File: src/rtl/assert_macros.svh
// assertion macros used by the torus cell generator top level
`ifndef ASSERT_MACROS_SVH
`define ASSERT_MACROS_SVH

// same-cycle implication
`define TMCG_ASSERT_IMP(lbl, ante, cons) \
  lbl: assert property (@(posedge clk_i) disable iff (!rst_ni) (ante) |-> (cons)) \
    else $error("tmcg assertion failed");

// next-cycle implication
`define TMCG_ASSERT_NXT(lbl, ante, cons) \
  lbl: assert property (@(posedge clk_i) disable iff (!rst_ni) (ante) |=> (cons)) \
    else $error("tmcg assertion failed");

`endif

File: src/rtl/tmcg_div.sv
// pipelined restoring divider, one quotient bit per stage
module tmcg_div #(
  parameter int DW = 9,
  parameter int QW = 16
) (
  input  logic          clk_i,
  input  logic [DW-1:0] den_i,
  input  logic [DW-1:0] hi_i,
  input  logic [QW-1:0] lo_i,
  output logic [QW-1:0] quo_o
);

  logic [DW-1:0] rem_q [QW];
  logic [DW-1:0] den_q [QW];
  logic [QW-1:0] lo_q  [QW];
  logic [QW-1:0] quo_q [QW];

  for (genvar k = 0; k < QW; k++) begin : g_stage
    logic [DW-1:0] rem_in;
    logic [DW-1:0] den_in;
    logic [QW-1:0] lo_in;
    logic [QW-1:0] quo_in;
    logic [DW:0]   trial;
    logic          ge;
    logic [DW-1:0] rem_d;
    logic [QW-1:0] quo_d;

    if (k == 0) begin : g_first
      assign rem_in = hi_i;
      assign den_in = den_i;
      assign lo_in  = lo_i;
      assign quo_in = '0;
    end else begin : g_next
      assign rem_in = rem_q[k-1];
      assign den_in = den_q[k-1];
      assign lo_in  = lo_q[k-1];
      assign quo_in = quo_q[k-1];
    end

    always_comb begin
      trial = {rem_in, lo_in[QW-1-k]};
      ge    = (trial >= {1'b0, den_in});
      rem_d = ge ? DW'(trial - {1'b0, den_in}) : DW'(trial);
      quo_d = quo_in;
      quo_d[QW-1-k] = ge;
    end

    always_ff @(posedge clk_i) begin
      rem_q[k] <= rem_d;
      den_q[k] <= den_in;
      lo_q[k]  <= lo_in;
      quo_q[k] <= quo_d;
    end
  end

  assign quo_o = quo_q[QW-1];

endmodule

File: config.mk
export PLATFORM = sky130hd
export DESIGN_NAME = tmcg_div
export DESIGN_NICKNAME = d
export VERILOG_FILES = /design/src/rtl/assert_macros.svh /design/src/rtl/tmcg_div.sv
export SDC_FILE = /design/constraint.sdc
export NUM_CORES = 1
export LEC_CHECK = 0
export ABC_CLOCK_PERIOD_IN_PS = 2900
export BUFFER_PORTS_ARGS = -buffer_cell sky130_fd_sc_hd__buf_2
export CAP_MARGIN = 10
export CELL_PAD_IN_SITES_DETAIL_PLACEMENT = 1
export CELL_PAD_IN_SITES_GLOBAL_PLACEMENT = 2
export CORE_MARGIN = 1.5
export CORE_UTILIZATION = 42
export CTS_CLUSTER_SIZE = 30
export DETAILED_ROUTE_END_ITERATION = 16
export PLACE_DENSITY = 0.89
export SYNTH_ARGS = -nofsm -noshare
export SYNTH_HDL_FRONTEND = slang
export SYNTH_SLANG_ARGS = --single-unit
File: constraint.sdc
create_clock -name clk_i -period 2.9 [get_ports clk_i]
set_input_delay 0.58 -clock clk_i [delete_from_list [all_inputs] [get_ports clk_i]]
set_output_delay 0.58 -clock clk_i [all_outputs]
set_load 0.02 [all_outputs]
* After elaboration in Yosys (flattened, before gate mapping)
Memories as Yosys holds them, arrays and structs flattened.
Index checks and enable logic that the tools add are counted.
Widths: inputs -> output; s select.
** Storage, ports and cells
- Register bits :: 0
- RAM bits :: 800
- Input port bits :: 35
- Logic and storage cells :: 52
- Memories :: 4
** Memory list
- lo_q :: words 16, bits a word 16, rd ports 15, clocked after memory_dff 0, write ports 16, RTL line tmcg_div.sv:15 : logic [QW-1:0] lo_q [QW];
- quo_q :: words 16, bits a word 16, rd ports 16, clocked after memory_dff 0, write ports 16, RTL line tmcg_div.sv:16 : logic [QW-1:0] quo_q [QW];
- den_q :: words 16, bits a word 9, rd ports 15, clocked after memory_dff 0, write ports 16, RTL line tmcg_div.sv:14 : logic [DW-1:0] den_q [QW];
- rem_q :: words 16, bits a word 9, rd ports 15, clocked after memory_dff 0, write ports 16, RTL line tmcg_div.sv:13 : logic [DW-1:0] rem_q [QW];
** Cells by class
- $add $sub $neg :: 16
- $lt $le $gt $ge :: 16
- Muxes and demuxes :: 16
** Operators by type and width (number)
- $ge 10x9->1 :: 16
- $mux 9 :: 16
- $sub 9x9->9 :: 16

* Longest topological paths before layout
Gate-level depths: netlist of the first run.
An unclocked memory read counts as a cell.
- Depth in word-level cells :: 3
- Gate-level depth with buffers :: 10

* Least setup slack after synthesis of the first run
OpenSTA, ideal clock, no wires.
- Path type :: input-to-reg
- Start :: input lo_i[15]
- End :: memory rem_q[0][1]
- Library setup time :: 121 ps
- Arrival :: 2189 ps
- Required time :: 2779 ps
- Path slack :: 590 ps
- Stages on the path :: 10
- Path buffers :: 0
- Cells stage by stage :: inv_1 ha_1 inv_1 fa_1 a21oi_1 o211ai_1 and3_1 nor2_2 inv_2 mux2_2
** RTL lines
- start, declared :: RTL line tmcg_div.sv:9 : input logic [QW-1:0] lo_i,
- end, declared :: RTL line tmcg_div.sv:13

==> qor.tcl, run 1 <==
set qor(status) {complete, no violations}
set qor(critical_path_class) {register to register}
set qor(worstHoldPathType) {input port to register}
set qor(yosys.cell_types.count) 65
set qor(detailed_place_hpwl_um) 27400
set qor(synth.cell_area_um2) 18700
set qor(fp.dieW_um) 214
set qor(pin_count_of_the_biggest_net_entering_global_routing) 15
set qor(placementRows) 77
set qor(global_route_wire_length_before_repair_um) 62300
set qor(cp.required_ns) 3.37
set qor(worst_setup_path_startpoint) {lo_q[1][21]$_DFF_P_}
set qor(setup.worst_path.end_class) {register}
set qor(cellLeakagePower_nw) 9.65
set qor(timing_worst_slew_pin_value_ns) 0.828
set qor(cts_made_buffers) 53
set qor(path_cells) {inv_1 > ha_1 > inv_1 > fa_1 > a21oi_1 > o211a_1 > nor3b_2 > or2_1 > mux2_4}
set qor(achievable-frequency_ghz) 0.388
set qor(cts.sink_count) 526
set qor(seqCellArea_um2) 10500
set qor(ys_top_cells_by_area) {sky130_fd_sc_hd__dfxtp_1, sky130_fd_sc_hd__ha_1, sky130_fd_sc_hd__inv_1}
set qor(reg2reg_start) {lo_q[1][21]$_DFF_P_}
set qor(cp.arrival_ns) 3.05
set qor(report.final.setup_viol) 0
set qor(core_region_area_um2) 44100
set qor(final.period_utilization_pct) 88.8
set qor(worst_path_max_delay_cell) {sky130_fd_sc_hd__or2_1}
set qor(min_from) {lo_i[14]}
set qor(maxCapViolCount) 0
set qor(post_cts.resized_instances) 0
set qor(holdBufCountCts) 0
set qor(area.growth.synth_to_final_pct) 14.9
set qor(postSynthAreaPerCell_um2) 11.4
set qor(slew_violations) 0
set qor(synth_top_area_share_pct) 56.2
set qor(timing_hold_violations_final) 0
set qor(postCtsSetupRepairBufs) 0
set qor(total_of_flip_flops_plus_latches_after_synthesis) 526
set qor(drtPass1Iterations) 4
set qor(synth_edf_count) 0
set qor(fin_tns_setup_ns) 0
set qor(die_h_um) 214
set qor(area_of_the_multi_input_gates_um2) 7360
set qor(routed_wire_per_std_cell_um) 15.7
set qor(antenna_found_initial) 1
set qor(skew_ns) 0.0132
set qor(largest_stage_delay_on_the_critical_path_ns) 0.45
set qor(gp_congestion) 0.837
set qor(clk_root_buffer_cell) {sky130_fd_sc_hd__clkbuf_16}
set qor(vdd_ir_max_mv) 0.475
set qor(gr-total-overflow) 0
set qor(cts-root-to-sink-buffers) 3
set qor(finish.instance_area_um2) 21500
set qor(clk_pin_slew_worst_paths_ns) 0.06
set qor(synthFlopType) {sky130_fd_sc_hd__dfxtp_1}
set qor(route.detailed.vias_per_inst) 4.95
set qor(synthesis.instances) 1644
set qor(floorplan.initialDensity_pct) 42.5
set qor(antenna-diode-count) 0
set qor(htreeDepth) 2
set qor(syn-num-nets) 1838
set qor(pwr_density_cell_nw_per_um2) 1230
set qor(critical_path.most_common_cell) {sky130_fd_sc_hd__inv_1}
set qor(layout_cells_sized_above_1_pct) 13.8
set qor(synth.yosys.seq_area_share_pct) 56.2
set qor(max-slew-margin-rel_pct) 43.4
set qor(worst_setup_path_start_kind) {register}
set qor(drt_iter0_markers) 448
set qor(number_of_global_route_vias_before_repair) 12500
set qor(clock_insertion_delay_worst_skew_ns) 0.59
set qor(final_nets) 1934
set qor(critPathBufInv) 2
set qor(detail_route.drc_violations) 0
set qor(fillers) 4741
set qor(final_period_minus_worst_setup_slack_ns) 2.57
set qor(routed_wl_um) 37400
set qor(critical_path_peak_fanout) 9
set qor(asyncSetResetFlopFracSynth_pct) 0
set qor(synth_warnings) 0
set qor(rsz_0062_raised_after_global_routing) {false}
set qor(cpLargestDelayFamily) {simple AND/OR/NAND/NOR gates}
set qor(reg2reg_setup_slack_ns) 0.33
set qor(routed-via-count) 11800
set qor(groute.usage.overall_pct) 16.5
set qor(tritoncts) {built}
set qor(synthDominantAreaCellType) {sky130_fd_sc_hd__dfxtp_1}
set qor(pin_count) 51
set qor(dpl_cell_area_um2) 19700
set qor(io_buffers) 50
set qor(route.antenna.remaining_nets) 0
set qor(die_area_um2) 45900
synth_stat cells, types with 4 or more instances:
cell type	n
sky130_fd_sc_hd__dfxtp_1	526
sky130_fd_sc_hd__inv_1	199
sky130_fd_sc_hd__ha_1	144
sky130_fd_sc_hd__a21oi_1	95
sky130_fd_sc_hd__mux2_2	65
sky130_fd_sc_hd__nor2_1	64
sky130_fd_sc_hd__xnor2_1	52
sky130_fd_sc_hd__nand2_1	41
sky130_fd_sc_hd__o21a_1	34
sky130_fd_sc_hd__nor3_1	32
sky130_fd_sc_hd__o21ai_0	30
sky130_fd_sc_hd__a21boi_0	28
sky130_fd_sc_hd__a21o_1	26
sky130_fd_sc_hd__o211ai_1	25
sky130_fd_sc_hd__nand4_1	21
sky130_fd_sc_hd__nor2b_1	21
sky130_fd_sc_hd__nand3_1	20
sky130_fd_sc_hd__mux2i_1	17
sky130_fd_sc_hd__fa_1	15
sky130_fd_sc_hd__a211o_1	14
sky130_fd_sc_hd__o31ai_1	14
sky130_fd_sc_hd__mux2_4	13
sky130_fd_sc_hd__a31oi_1	10
sky130_fd_sc_hd__and3_1	10
sky130_fd_sc_hd__xor2_1	10
sky130_fd_sc_hd__o32ai_1	9
sky130_fd_sc_hd__inv_2	7
sky130_fd_sc_hd__nand3b_1	6
sky130_fd_sc_hd__nor2_2	6
sky130_fd_sc_hd__o2bb2ai_1	6
sky130_fd_sc_hd__a211oi_1	5
sky130_fd_sc_hd__o22ai_1	5
sky130_fd_sc_hd__a221oi_1	4
sky130_fd_sc_hd__mux2_1	4
sky130_fd_sc_hd__o211a_1	4
sky130_fd_sc_hd__o21bai_1	4
report_power, final:
group	switching (W)	internal [W]	leakage, nW
Sequential	0.000945	0.00920	4.43
Clock	0.00276	0.00431	0.933
Combinational	0.00488	0.00443	4.29
Total	0.00859	0.0179	9.65
through the flow:
step	hold WS [ns]	setup WS [ns]	std cells	total power [W]	util (%)
2_1_floorplan	0.310	0.590	1644	0.0173	-
3_3_place_gp	0.310	0.248	2277	0.0191	44.6
3_5_place_dp	0.313	0.193	2277	0.0194	44.6
4_1_cts	0.0508	0.323	2376	0.0268	48.8
5_1_grt	0.0591	0.199	2376	0.0283	48.8
6_report	0.0918	0.325	2376	0.0265	48.8
sequential cells by signal, summed over array words and instances, names as in the netlist:
name	flops
quo_q	136
lo_q	120
den_q	135
rem_q	135
cells by family (layout without fill, tap and decap cells):
logic type / count (synthesis) / count (layout) / share of synthesized area (%)
multiplexers: 99 / 99 / 6.10
AND/OR/NAND/NOR: 239 / 239 / 6.51
flip-flops: 526 / 526 / 56.2
AO/OA/AOI/OAI: 344 / 344 / 12.6
buffers and inverters: 215 / 355 / 4.47
adder cells (fa/ha/maj): 159 / 159 / 11.2
XOR/XNOR: 62 / 62 / 2.90
final timing paths:
kind / end / cells past startpoint
max reg2reg: rem_q[1][19]$_DFF_P_ / 9
min reg2reg: quo_q[3][13]$_DFF_P_ / 0
max: rem_q[1][19]$_DFF_P_ / 9
min: lo_q[0][14]$_DFF_P_ / 1
cell type report:
cell class,count,area share (%)
sequential,526,48.9
multi-input combinational,903,34.2
clock buffer,73,7.26
inverter,206,3.59
tap,592,3.44
clock inverter,26,1.44
timing repair buffer,50,1.16
per-layer routing:
metal	vias to the layer above	global-route usage, %	share of wire, %
met3	84	3.26	3.5
met5	-	0	0
met2	173	28.7	49
li1	5882	-	-
met1	5623	20.1	45
met4	0	6.24	2.8
cells in the final DEF (no fill, tap or decap), types with 14 or more instances in the layout:
master / synthesis / final
sky130_fd_sc_hd__a21o_1: 26 / 26
sky130_fd_sc_hd__mux2i_1: 17 / 17
sky130_fd_sc_hd__xnor2_1: 52 / 52
sky130_fd_sc_hd__a211o_1: 14 / 14
sky130_fd_sc_hd__nand2_1: 41 / 41
sky130_fd_sc_hd__nand3_1: 20 / 20
sky130_fd_sc_hd__nor2b_1: 21 / 21
sky130_fd_sc_hd__clkbuf_16: 0 / 55
sky130_fd_sc_hd__o31ai_1: 14 / 14
sky130_fd_sc_hd__nand4_1: 21 / 21
sky130_fd_sc_hd__a21boi_0: 28 / 28
sky130_fd_sc_hd__ha_1: 144 / 144
sky130_fd_sc_hd__fa_1: 15 / 15
sky130_fd_sc_hd__nor2_1: 64 / 64
sky130_fd_sc_hd__mux2_2: 65 / 65
sky130_fd_sc_hd__nor3_1: 32 / 32
sky130_fd_sc_hd__buf_2: 3 / 50
sky130_fd_sc_hd__o21ai_0: 30 / 30
sky130_fd_sc_hd__o211ai_1: 25 / 25
sky130_fd_sc_hd__inv_1: 199 / 199
sky130_fd_sc_hd__a21oi_1: 95 / 95
sky130_fd_sc_hd__dfxtp_1: 526 / 526
sky130_fd_sc_hd__o21a_1: 34 / 34
No activity file was read; power rests on OpenSTA's default activity.
==> inputs of run 2 (changes only) <==
--- a/config.mk
+++ b/config.mk
@@ -6,15 +6,16 @@
 export NUM_CORES = 1
 export LEC_CHECK = 0
 export ABC_CLOCK_PERIOD_IN_PS = 2900
-export BUFFER_PORTS_ARGS = -buffer_cell sky130_fd_sc_hd__buf_2
 export CAP_MARGIN = 10
 export CELL_PAD_IN_SITES_DETAIL_PLACEMENT = 1
 export CELL_PAD_IN_SITES_GLOBAL_PLACEMENT = 2
+export CORE_ASPECT_RATIO = 1.1
 export CORE_MARGIN = 1.5
-export CORE_UTILIZATION = 42
+export CORE_UTILIZATION = 35
 export CTS_CLUSTER_SIZE = 30
 export DETAILED_ROUTE_END_ITERATION = 16
-export PLACE_DENSITY = 0.89
+export DONT_BUFFER_PORTS = 1
+export PLACE_DENSITY = 0.77
 export SYNTH_ARGS = -nofsm -noshare
 export SYNTH_HDL_FRONTEND = slang
 export SYNTH_SLANG_ARGS = --single-unit
==> qor.tcl, run 2 (synthesis results as in run 1) <==
set qor(routed_wire_per_std_cell_um) 15.7 ;# about the same
set qor(placementRows) 88 ;# was 77
set qor(route.antenna.remaining_nets) 0 ;# unchanged
set qor(largestRegisters) {quo_q: 136 flops, den_q: 135 flops, rem_q: 135 flops} ;# unchanged
set qor(mostFrequentLayoutCell) {sky130_fd_sc_hd__dfxtp_1} ;# unchanged
set qor(floorplan.initialDensity_pct) 35.6 ;# was 42.5%
set qor(vdd_ir_max_mv) 0.515 ;# was 0.475 mV
set qor(wl_met2_um) 18700 ;# was 18200 um
set qor(cp.required_ns) 3.37 ;# about the same
set qor(final_nets) 1909 ;# was 1934
set qor(max-slew-margin-rel_pct) 55.4 ;# was 43.4%
set qor(io_buffers) 0 ;# was 50
set qor(detail_route.drc_violations) 0 ;# unchanged
set qor(rsz_0062_raised_after_global_routing) {false} ;# unchanged
set qor(detailed_place_hpwl_um) 28800 ;# was 27400 um
set qor(placedCellCount) 2310 ;# was 2277
set qor(gr-total-overflow) 0 ;# unchanged
set qor(reg2reg_start) {lo_q[1][6]$_DFF_P_} ;# was lo_q[1][21]$_DFF_P_
set qor(cellLeakagePower_nw) 9.56 ;# was 9.65 nW
set qor(fin_tns_setup_ns) 0 ;# unchanged
set qor(route.detailed.vias_per_inst) 4.74 ;# was 4.95
set qor(report.final.setup_viol) 0 ;# unchanged
set qor(cp.arrival_ns) 2.99 ;# was 3.05 ns
set qor(global_route_wire_length_before_repair_um) 63000 ;# was 62300 um
set qor(routed-via-count) 11500 ;# was 11800
set qor(worstHoldPathType) {input port to register} ;# unchanged
set qor(final_period_minus_worst_setup_slack_ns) 2.52 ;# was 2.57 ns
set qor(detail_route.wirelength.met1_um) 16900 ;# about the same
set qor(timing.rr.end) {rem_q[1][13]$_DFF_P_} ;# was rem_q[1][19]$_DFF_P_
set qor(clk_pin_slew_worst_paths_ns) 0.06 ;# about the same
set qor(antenna_found_initial) 0 ;# was 1
set qor(worst_setup_path_endpoint) {rem_q[1][13]$_DFF_P_} ;# was rem_q[1][19]$_DFF_P_
set qor(core_region_area_um2) 52600 ;# was 44100 um2
set qor(worstRegToRegCells) 9 ;# unchanged
set qor(gp_congestion) 0.850 ;# was 0.837
set qor(slew_violations) 0 ;# unchanged
set qor(drt_iter0_markers) 417 ;# was 448
set qor(maxCapViolCount) 0 ;# unchanged
set qor(layout_cells_sized_above_1_pct) 11.0 ;# was 13.8%
set qor(route.met3.wl_um) 1320 ;# was 1300 um
set qor(pwr_density_cell_nw_per_um2) 1230 ;# about the same
set qor(postCtsSetupRepairBufs) 0 ;# unchanged
set qor(holdBufCountCts) 24 ;# was 0
set qor(fp.dieW_um) 224 ;# was 214 um
set qor(critical_path_class) {register to register} ;# unchanged
set qor(timing_hold_violations_final) 0 ;# unchanged
set qor(highest_layer) {met4} ;# unchanged
set qor(number_of_global_route_vias_before_repair) 12500 ;# about the same
set qor(critical_path_peak_fanout) 9 ;# unchanged
set qor(post_cts.resized_instances) 0 ;# unchanged
set qor(achievable-frequency_ghz) 0.397 ;# was 0.388 GHz
set qor(tritoncts) {built} ;# unchanged
set qor(routed_wl_um) 38100 ;# was 37400 um
set qor(clk_root_buffer_cell) {sky130_fd_sc_hd__clkbuf_16} ;# unchanged
set qor(setup.worst_path.end_class) {register} ;# unchanged
set qor(worst_setup_path_start_kind) {register} ;# unchanged
set qor(htreeDepth) 2 ;# unchanged
set qor(pin_count_of_the_biggest_net_entering_global_routing) 15 ;# unchanged
set qor(die_h_um) 246 ;# was 214 um
set qor(cts_made_buffers) 54 ;# was 53
set qor(pin_count) 51 ;# unchanged
set qor(antenna-diode-count) 0 ;# unchanged
set qor(skew_ns) 0.0317 ;# was 0.0132 ns
set qor(clock_insertion_delay_worst_skew_ns) 0.60 ;# was 0.59 ns
set qor(worst_setup_path_startpoint) {lo_q[1][6]$_DFF_P_} ;# was lo_q[1][21]$_DFF_P_
set qor(area.growth.synth_to_final_pct) 15.5 ;# was 14.9%
set qor(drtPass1Iterations) 4 ;# unchanged
set qor(final.period_utilization_pct) 86.8 ;# was 88.8%
set qor(final_cell_mix) {sky130_fd_sc_hd__dfxtp_1, sky130_fd_sc_hd__inv_1, sky130_fd_sc_hd__ha_1, sky130_fd_sc_hd__a21oi_1, sky130_fd_sc_hd__mux2_2} ;# unchanged
set qor(cts.sink_count) 526 ;# unchanged
set qor(cts-root-to-sink-buffers) 3 ;# unchanged
set qor(timing_worst_slew_pin_value_ns) 0.653 ;# was 0.828 ns
set qor(top_register) {quo_q} ;# unchanged
set qor(groute.usage.overall_pct) 14.1 ;# was 16.5%
set qor(max_reg_flops) 136 ;# unchanged
set qor(die_area_um2) 54900 ;# was 45900 um2
set qor(status) {complete, no violations} ;# unchanged
set qor(finish.cell_count_without_fillers) 2432 ;# was 2376
set qor(reg2reg_setup_slack_ns) 0.38 ;# was 0.33 ns
==> run 2: metal layers <==
metal  track usage, %  up-vias
met1             16.7     5476
li1                 -     5830
met4             5.17        0
met2             25.3      137
met3             2.82       76
met5                0        -
==> run 2: layout make-up <==
cell class,instances,area [um2]
clock buffers,73,1520
clock inverters,25,368
fillers,5680,31000
inverters,206,773
multi-input cells,903,7360
flip-flops and latches,526,10500
well taps,675,845
repair buffers,24,240
==> run 2: where the power goes <==
group / switching, W / internal (W) / total [W]
clock: 0.00282 / 0.00440 / 0.00722
combinational: 0.00465 / 0.00437 / 0.00902
sequential: 0.00109 / 0.00921 / 0.0103
total: 0.00855 / 0.0180 / 0.0265
==> run 2: worst min-delay path by stage <==
stage / to / slack, ns / startpoint / cells past startpoint
floorplan: lo_q[0][100]$_DFF_P_ / 0.31 / lo_q[0][84]$_DFF_P_ / 0
global placement: lo_q[0][44]$_DFF_P_ / 0.31 / lo_q[0][28]$_DFF_P_ / 0
detailed placement: lo_q[0][104]$_DFF_P_ / 0.31 / lo_q[0][88]$_DFF_P_ / 0
CTS: rem_q[0][7]$_DFF_P_ / 0.08 / hi_i[6] / 1
global route: rem_q[0][7]$_DFF_P_ / 0.10 / hi_i[6] / 1
finish: rem_q[0][7]$_DFF_P_ / 0.11 / hi_i[6] / 1
==> run 2: metrics by stage <==
stage / hold slack (ns) / worst slack, ns / utilization [%] / total power, W / cell area (um2)
after floorplan: 0.310 / 0.590 / - / 0.0173 / 18700
after global placement: 0.309 / 0.328 / 37.1 / 0.0192 / 19500
after detailed placement: 0.313 / 0.302 / 37.1 / 0.0194 / 19500
after CTS: 0.0756 / 0.352 / 41.1 / 0.0269 / 21600
after global routing: 0.101 / 0.225 / 41.1 / 0.0284 / 21600
final: 0.110 / 0.383 / 41.1 / 0.0265 / 21600
==> run 2: critical path, cell delays in order (launching register included) <==
cell                      delay (ns)
sky130_fd_sc_hd__dfxtp_1        0.33
sky130_fd_sc_hd__inv_1          0.05
sky130_fd_sc_hd__ha_1           0.20
sky130_fd_sc_hd__inv_1          0.07
sky130_fd_sc_hd__fa_1           0.22
sky130_fd_sc_hd__a21oi_1        0.11
sky130_fd_sc_hd__o211a_1        0.25
sky130_fd_sc_hd__nor3b_2        0.36
sky130_fd_sc_hd__or2_1          0.46
sky130_fd_sc_hd__mux2_4         0.34
==> inputs of run 3 (changes only) <==
--- a/config.mk
+++ b/config.mk
@@ -5,7 +5,8 @@
 export SDC_FILE = /design/constraint.sdc
 export NUM_CORES = 1
 export LEC_CHECK = 0
-export ABC_CLOCK_PERIOD_IN_PS = 2900
+export ABC_AREA = 1
+export ABC_CLOCK_PERIOD_IN_PS = 2990
 export CAP_MARGIN = 10
 export CELL_PAD_IN_SITES_DETAIL_PLACEMENT = 1
 export CELL_PAD_IN_SITES_GLOBAL_PLACEMENT = 2
@@ -15,7 +16,7 @@
 export CTS_CLUSTER_SIZE = 30
 export DETAILED_ROUTE_END_ITERATION = 16
 export DONT_BUFFER_PORTS = 1
-export PLACE_DENSITY = 0.77
+export PLACE_DENSITY = 0.83
 export SYNTH_ARGS = -nofsm -noshare
 export SYNTH_HDL_FRONTEND = slang
 export SYNTH_SLANG_ARGS = --single-unit
==> constraint.sdc (replaced) <==
create_clock -name clk_i -period 2.99 [get_ports clk_i]
set_input_delay 0.598 -clock clk_i [delete_from_list [all_inputs] [get_ports clk_i]]
set_output_delay 0.598 -clock clk_i [all_outputs]
set_load 0.02 [all_outputs]
==> qor.tcl, run 3 <==
set qor(status) {complete, no violations} ;# unchanged
set qor(io_buffers) 0 ;# unchanged
set qor(worst_setup_path_start_kind) {register} ;# unchanged
set qor(ys_top_cells_by_area) {sky130_fd_sc_hd__dfxtp_1, sky130_fd_sc_hd__nand2_1, sky130_fd_sc_hd__ha_1} ;# was sky130_fd_sc_hd__dfxtp_1, sky130_fd_sc_hd__ha_1, sky130_fd_sc_hd__inv_1
set qor(timing_hold_violations_final) 0 ;# unchanged
set qor(timing_worst_slew_pin_value_ns) 0.393 ;# was 0.653 ns
set qor(synth_warnings) 0 ;# unchanged
set qor(rsz_0062_raised_after_global_routing) {false} ;# unchanged
set qor(htreeDepth) 2 ;# unchanged
set qor(cp.arrival_ns) 2.61 ;# was 2.99 ns
set qor(total_of_flip_flops_plus_latches_after_synthesis) 526 ;# unchanged
set qor(achievable-frequency_ghz) 0.469 ;# was 0.397 GHz
set qor(finish.instance_area_um2) 23500 ;# was 21600 um2
set qor(synth_commonest_cells) {sky130_fd_sc_hd__nand2_1, sky130_fd_sc_hd__dfxtp_1, sky130_fd_sc_hd__inv_1, sky130_fd_sc_hd__nand3_1, sky130_fd_sc_hd__ha_1} ;# was sky130_fd_sc_hd__dfxtp_1, sky130_fd_sc_hd__inv_1, sky130_fd_sc_hd__ha_1, sky130_fd_sc_hd__a21oi_1, sky130_fd_sc_hd__mux2_2
set qor(report.final.setup_viol) 0 ;# unchanged
set qor(synth_edf_count) 0 ;# unchanged
set qor(postCtsSetupRepairBufs) 0 ;# unchanged
set qor(final_period_minus_worst_setup_slack_ns) 2.13 ;# was 2.52 ns
set qor(synth.yosys.seq_area_share_pct) 51.4 ;# was 56.2%
set qor(tritoncts) {built} ;# unchanged
set qor(fin_tns_setup_ns) 0 ;# unchanged
set qor(die_h_um) 257 ;# was 246 um
set qor(number_of_global_route_vias_before_repair) 16200 ;# was 12500
set qor(internal_power_consumption_w) 0.0165 ;# was 0.0180 W
set qor(groute.usage.overall_pct) 16.3 ;# was 14.1%
set qor(design_power_total_w) 0.0268 ;# was 0.0265 W
set qor(floorplan.initialDensity_pct) 35.6 ;# about the same
set qor(netSwitchingFraction_pct) 38.2 ;# was 32.2%
set qor(finish.cell_count_without_fillers) 3324 ;# was 2432
set qor(synthesis.instances) 2448 ;# was 1644
set qor(asyncSetResetFlopFracSynth_pct) 0 ;# unchanged
set qor(routed-via-count) 14700 ;# was 11500
set qor(min_from) {hi_i[0]} ;# was hi_i[6]
set qor(cts.sink_count) 526 ;# unchanged
set qor(global_route_wire_length_before_repair_um) 79700 ;# was 63000 um
set qor(cp.required_ns) 3.47 ;# was 3.37 ns
set qor(dpl_cell_area_um2) 21400 ;# was 19500 um2
set qor(cts-root-to-sink-buffers) 3 ;# unchanged
set qor(max-slew-margin-rel_pct) 73.7 ;# was 55.4%
set qor(syn-num-nets) 2642 ;# was 1838
set qor(placedCellCount) 3200 ;# was 2310
set qor(worstHoldPathType) {input port to register} ;# unchanged
set qor(die_area_um2) 59900 ;# was 54900 um2
set qor(antenna-diode-count) 0 ;# unchanged
set qor(synth.cell_area_um2) 20500 ;# was 18700 um2
set qor(post-synth-top-count-cell) {sky130_fd_sc_hd__nand2_1} ;# was sky130_fd_sc_hd__dfxtp_1
set qor(largestRegisters) {quo_q: 136 flops, den_q: 135 flops, rem_q: 135 flops} ;# unchanged
set qor(routed_wl_um) 46600 ;# was 38100 um
set qor(power.share.clock_pct) 25.9 ;# was 27.2%
set qor(pin_count) 51 ;# unchanged
set qor(skew_ns) 0.0249 ;# was 0.0317 ns
set qor(synth_top_area_share_pct) 51.4 ;# was 56.2%
set qor(routed_wire_per_std_cell_um) 14.0 ;# was 15.7 um
set qor(gp_congestion) 0.828 ;# was 0.850
set qor(final.period_utilization_pct) 71.4 ;# was 86.8%
set qor(postSynthAreaPerCell_um2) 8.36 ;# was 11.4 um2
set qor(seqPwrFrac_pct) 38.2 ;# was 38.8%
set qor(top_register) {quo_q} ;# unchanged
set qor(pwr_density_cell_nw_per_um2) 1140 ;# was 1230 nW/um2
set qor(worst_setup_path_startpoint) {den_q[0][27]$_DFF_P_} ;# was lo_q[1][6]$_DFF_P_
set qor(reg2reg_start) {den_q[0][27]$_DFF_P_} ;# was lo_q[1][6]$_DFF_P_
set qor(clk_pin_slew_worst_paths_ns) 0.06 ;# about the same
set qor(core_region_area_um2) 57600 ;# was 52600 um2
set qor(layout_cells_sized_above_1_pct) 7.78 ;# was 11.0%
set qor(share_comb_of_total_power_pct) 36.0 ;# was 34.0%
set qor(final_cell_mix) {sky130_fd_sc_hd__nand2_1, sky130_fd_sc_hd__dfxtp_1, sky130_fd_sc_hd__inv_1, sky130_fd_sc_hd__nand3_1, sky130_fd_sc_hd__ha_1} ;# was sky130_fd_sc_hd__dfxtp_1, sky130_fd_sc_hd__inv_1, sky130_fd_sc_hd__ha_1, sky130_fd_sc_hd__a21oi_1, sky130_fd_sc_hd__mux2_2
set qor(drt_iter0_markers) 405 ;# was 417
set qor(fp.dieW_um) 234 ;# was 224 um
set qor(area.growth.synth_to_final_pct) 14.9 ;# was 15.5%
set qor(mostFrequentLayoutCell) {sky130_fd_sc_hd__nand2_1} ;# was sky130_fd_sc_hd__dfxtp_1
set qor(slew_violations) 0 ;# unchanged
set qor(total_net_switching_power_w) 0.0102 ;# was 0.00855 W
set qor(setup.worst_path.end_class) {register} ;# unchanged
set qor(pin_count_of_the_biggest_net_entering_global_routing) 16 ;# was 15
set qor(cellLeakagePower_nw) 12.4 ;# was 9.56 nW
set qor(critical_path_peak_fanout) 10 ;# was 9
set qor(clk_root_buffer_cell) {sky130_fd_sc_hd__clkbuf_16} ;# unchanged
set qor(gr-total-overflow) 0 ;# unchanged
set qor(detailed_place_hpwl_um) 36400 ;# was 28800 um
set qor(placementRows) 92 ;# was 88
set qor(vdd_ir_max_mv) 0.498 ;# was 0.515 mV
set qor(detail_route.drc_violations) 0 ;# unchanged
set qor(max_reg_flops) 136 ;# unchanged
set qor(critical_path_class) {register to register} ;# unchanged
set qor(fillers) 6892 ;# was 5680
set qor(yosys.cell_types.count) 23 ;# was 65
set qor(drtPass1Iterations) 4 ;# unchanged
set qor(clock_insertion_delay_worst_skew_ns) 0.61 ;# was 0.60 ns
set qor(route.antenna.remaining_nets) 0 ;# unchanged
set qor(synthDominantAreaCellType) {sky130_fd_sc_hd__dfxtp_1} ;# unchanged
set qor(maxCapViolCount) 0 ;# unchanged
set qor(final_util_pct) 40.8 ;# was 41.1%
set qor(cts_made_buffers) 54 ;# unchanged
set qor(synthFlopType) {sky130_fd_sc_hd__dfxtp_1} ;# unchanged
set qor(route.detailed.vias_per_inst) 4.41 ;# was 4.74
set qor(final_nets) 2722 ;# was 1909
set qor(antenna_found_initial) 0 ;# unchanged
-- run 3: path summary, 6_finish.rpt --
path,end,depth (start not counted),slack [ns]
max,rem_q[0][38]$_DFF_P_,11,0.86
min,rem_q[0][1]$_DFF_P_,2,0.14
max reg2reg,rem_q[0][38]$_DFF_P_,11,0.86
min reg2reg,quo_q[7][4]$_DFF_P_,0,0.31
-- run 3: repair_timing --
action	in CTS	in global routing
setup endpoints to repair	0	0
resized for setup	0	0
hold buffers	24	0
endpoints found under the hold margin	24	0
-- run 3: per-stage QoR --
stage / hold WS (ns) / setup slack [ns]
3_3_place_gp: 0.311 / 0.844
2_1_floorplan: 0.310 / 1.01
3_5_place_dp: 0.313 / 0.793
5_1_grt: 0.118 / 0.736
4_1_cts: 0.0994 / 0.818
6_report: 0.142 / 0.857
-- run 3: worst max-delay path: stages, from the launching register on --
cell	delay, ns
sky130_fd_sc_hd__dfxtp_1	0.43
sky130_fd_sc_hd__ha_1	0.19
sky130_fd_sc_hd__inv_1	0.07
sky130_fd_sc_hd__fa_1	0.41
sky130_fd_sc_hd__nand3_1	0.11
sky130_fd_sc_hd__nand3_2	0.12
sky130_fd_sc_hd__nand2_2	0.09
sky130_fd_sc_hd__nand2_1	0.08
sky130_fd_sc_hd__nand2_2	0.20
sky130_fd_sc_hd__nand2_4	0.15
sky130_fd_sc_hd__nand2_1	0.09
sky130_fd_sc_hd__nand2_1	0.07
-- run 3: cell type report --
| type | instances | area [um2] | share of cell area, % |
|---|---|---|---|
| Clock inverter | 38 | 448 | 1.91 |
| Timing Repair Buffer | 24 | 240 | 1.02 |
| Multi-Input combinational cell | 1467 | 8230 | 35.0 |
| Clock buffer | 62 | 1410 | 6.00 |
| Sequential cell | 526 | 10500 | 44.8 |
| Tap cell | 752 | 941 | 4.00 |
| Inverter | 455 | 1710 | 7.26 |
-- run 3: power by group through the flow --
stage | Sequential [W] | Combinational (W) | Clock [W]
4_1_cts | 0.0103 | 0.00982 | 0.00718
2_1_floorplan | 0.00986 | 0.00751 | 0
6_report | 0.0102 | 0.00963 | 0.00692
5_1_grt | 0.0104 | 0.0113 | 0.00749
3_3_place_gp | 0.0104 | 0.00938 | 0
3_5_place_dp | 0.0104 | 0.00971 | 0
-- run 3: kinds of logic (layout without fill, tap and decap cells) --
| group | count (synthesis) | count (layout) | synth area share, % |
|---|---|---|---|
| AND/OR/NAND/NOR | 1218 | 1218 | 26.7 |
| AO/OA/AOI/OAI | 45 | 45 | 1.33 |
| flip-flops | 526 | 526 | 51.4 |
| adder cells (fa/ha/maj) | 159 | 159 | 10.3 |
| XOR/XNOR | 45 | 45 | 1.93 |
| buffers and inverters | 455 | 579 | 8.34 |
-- run 3: metal layers --
layer	share of wire (%)	GRT usage [%]	vias up	wire length, um
li1	-	-	7650	-
met1	43	18.5	6821	20000
met2	52	30.7	116	24300
met3	2.5	2.59	71	1180
met4	2.6	5.00	0	1220
met5	0	0	-	0
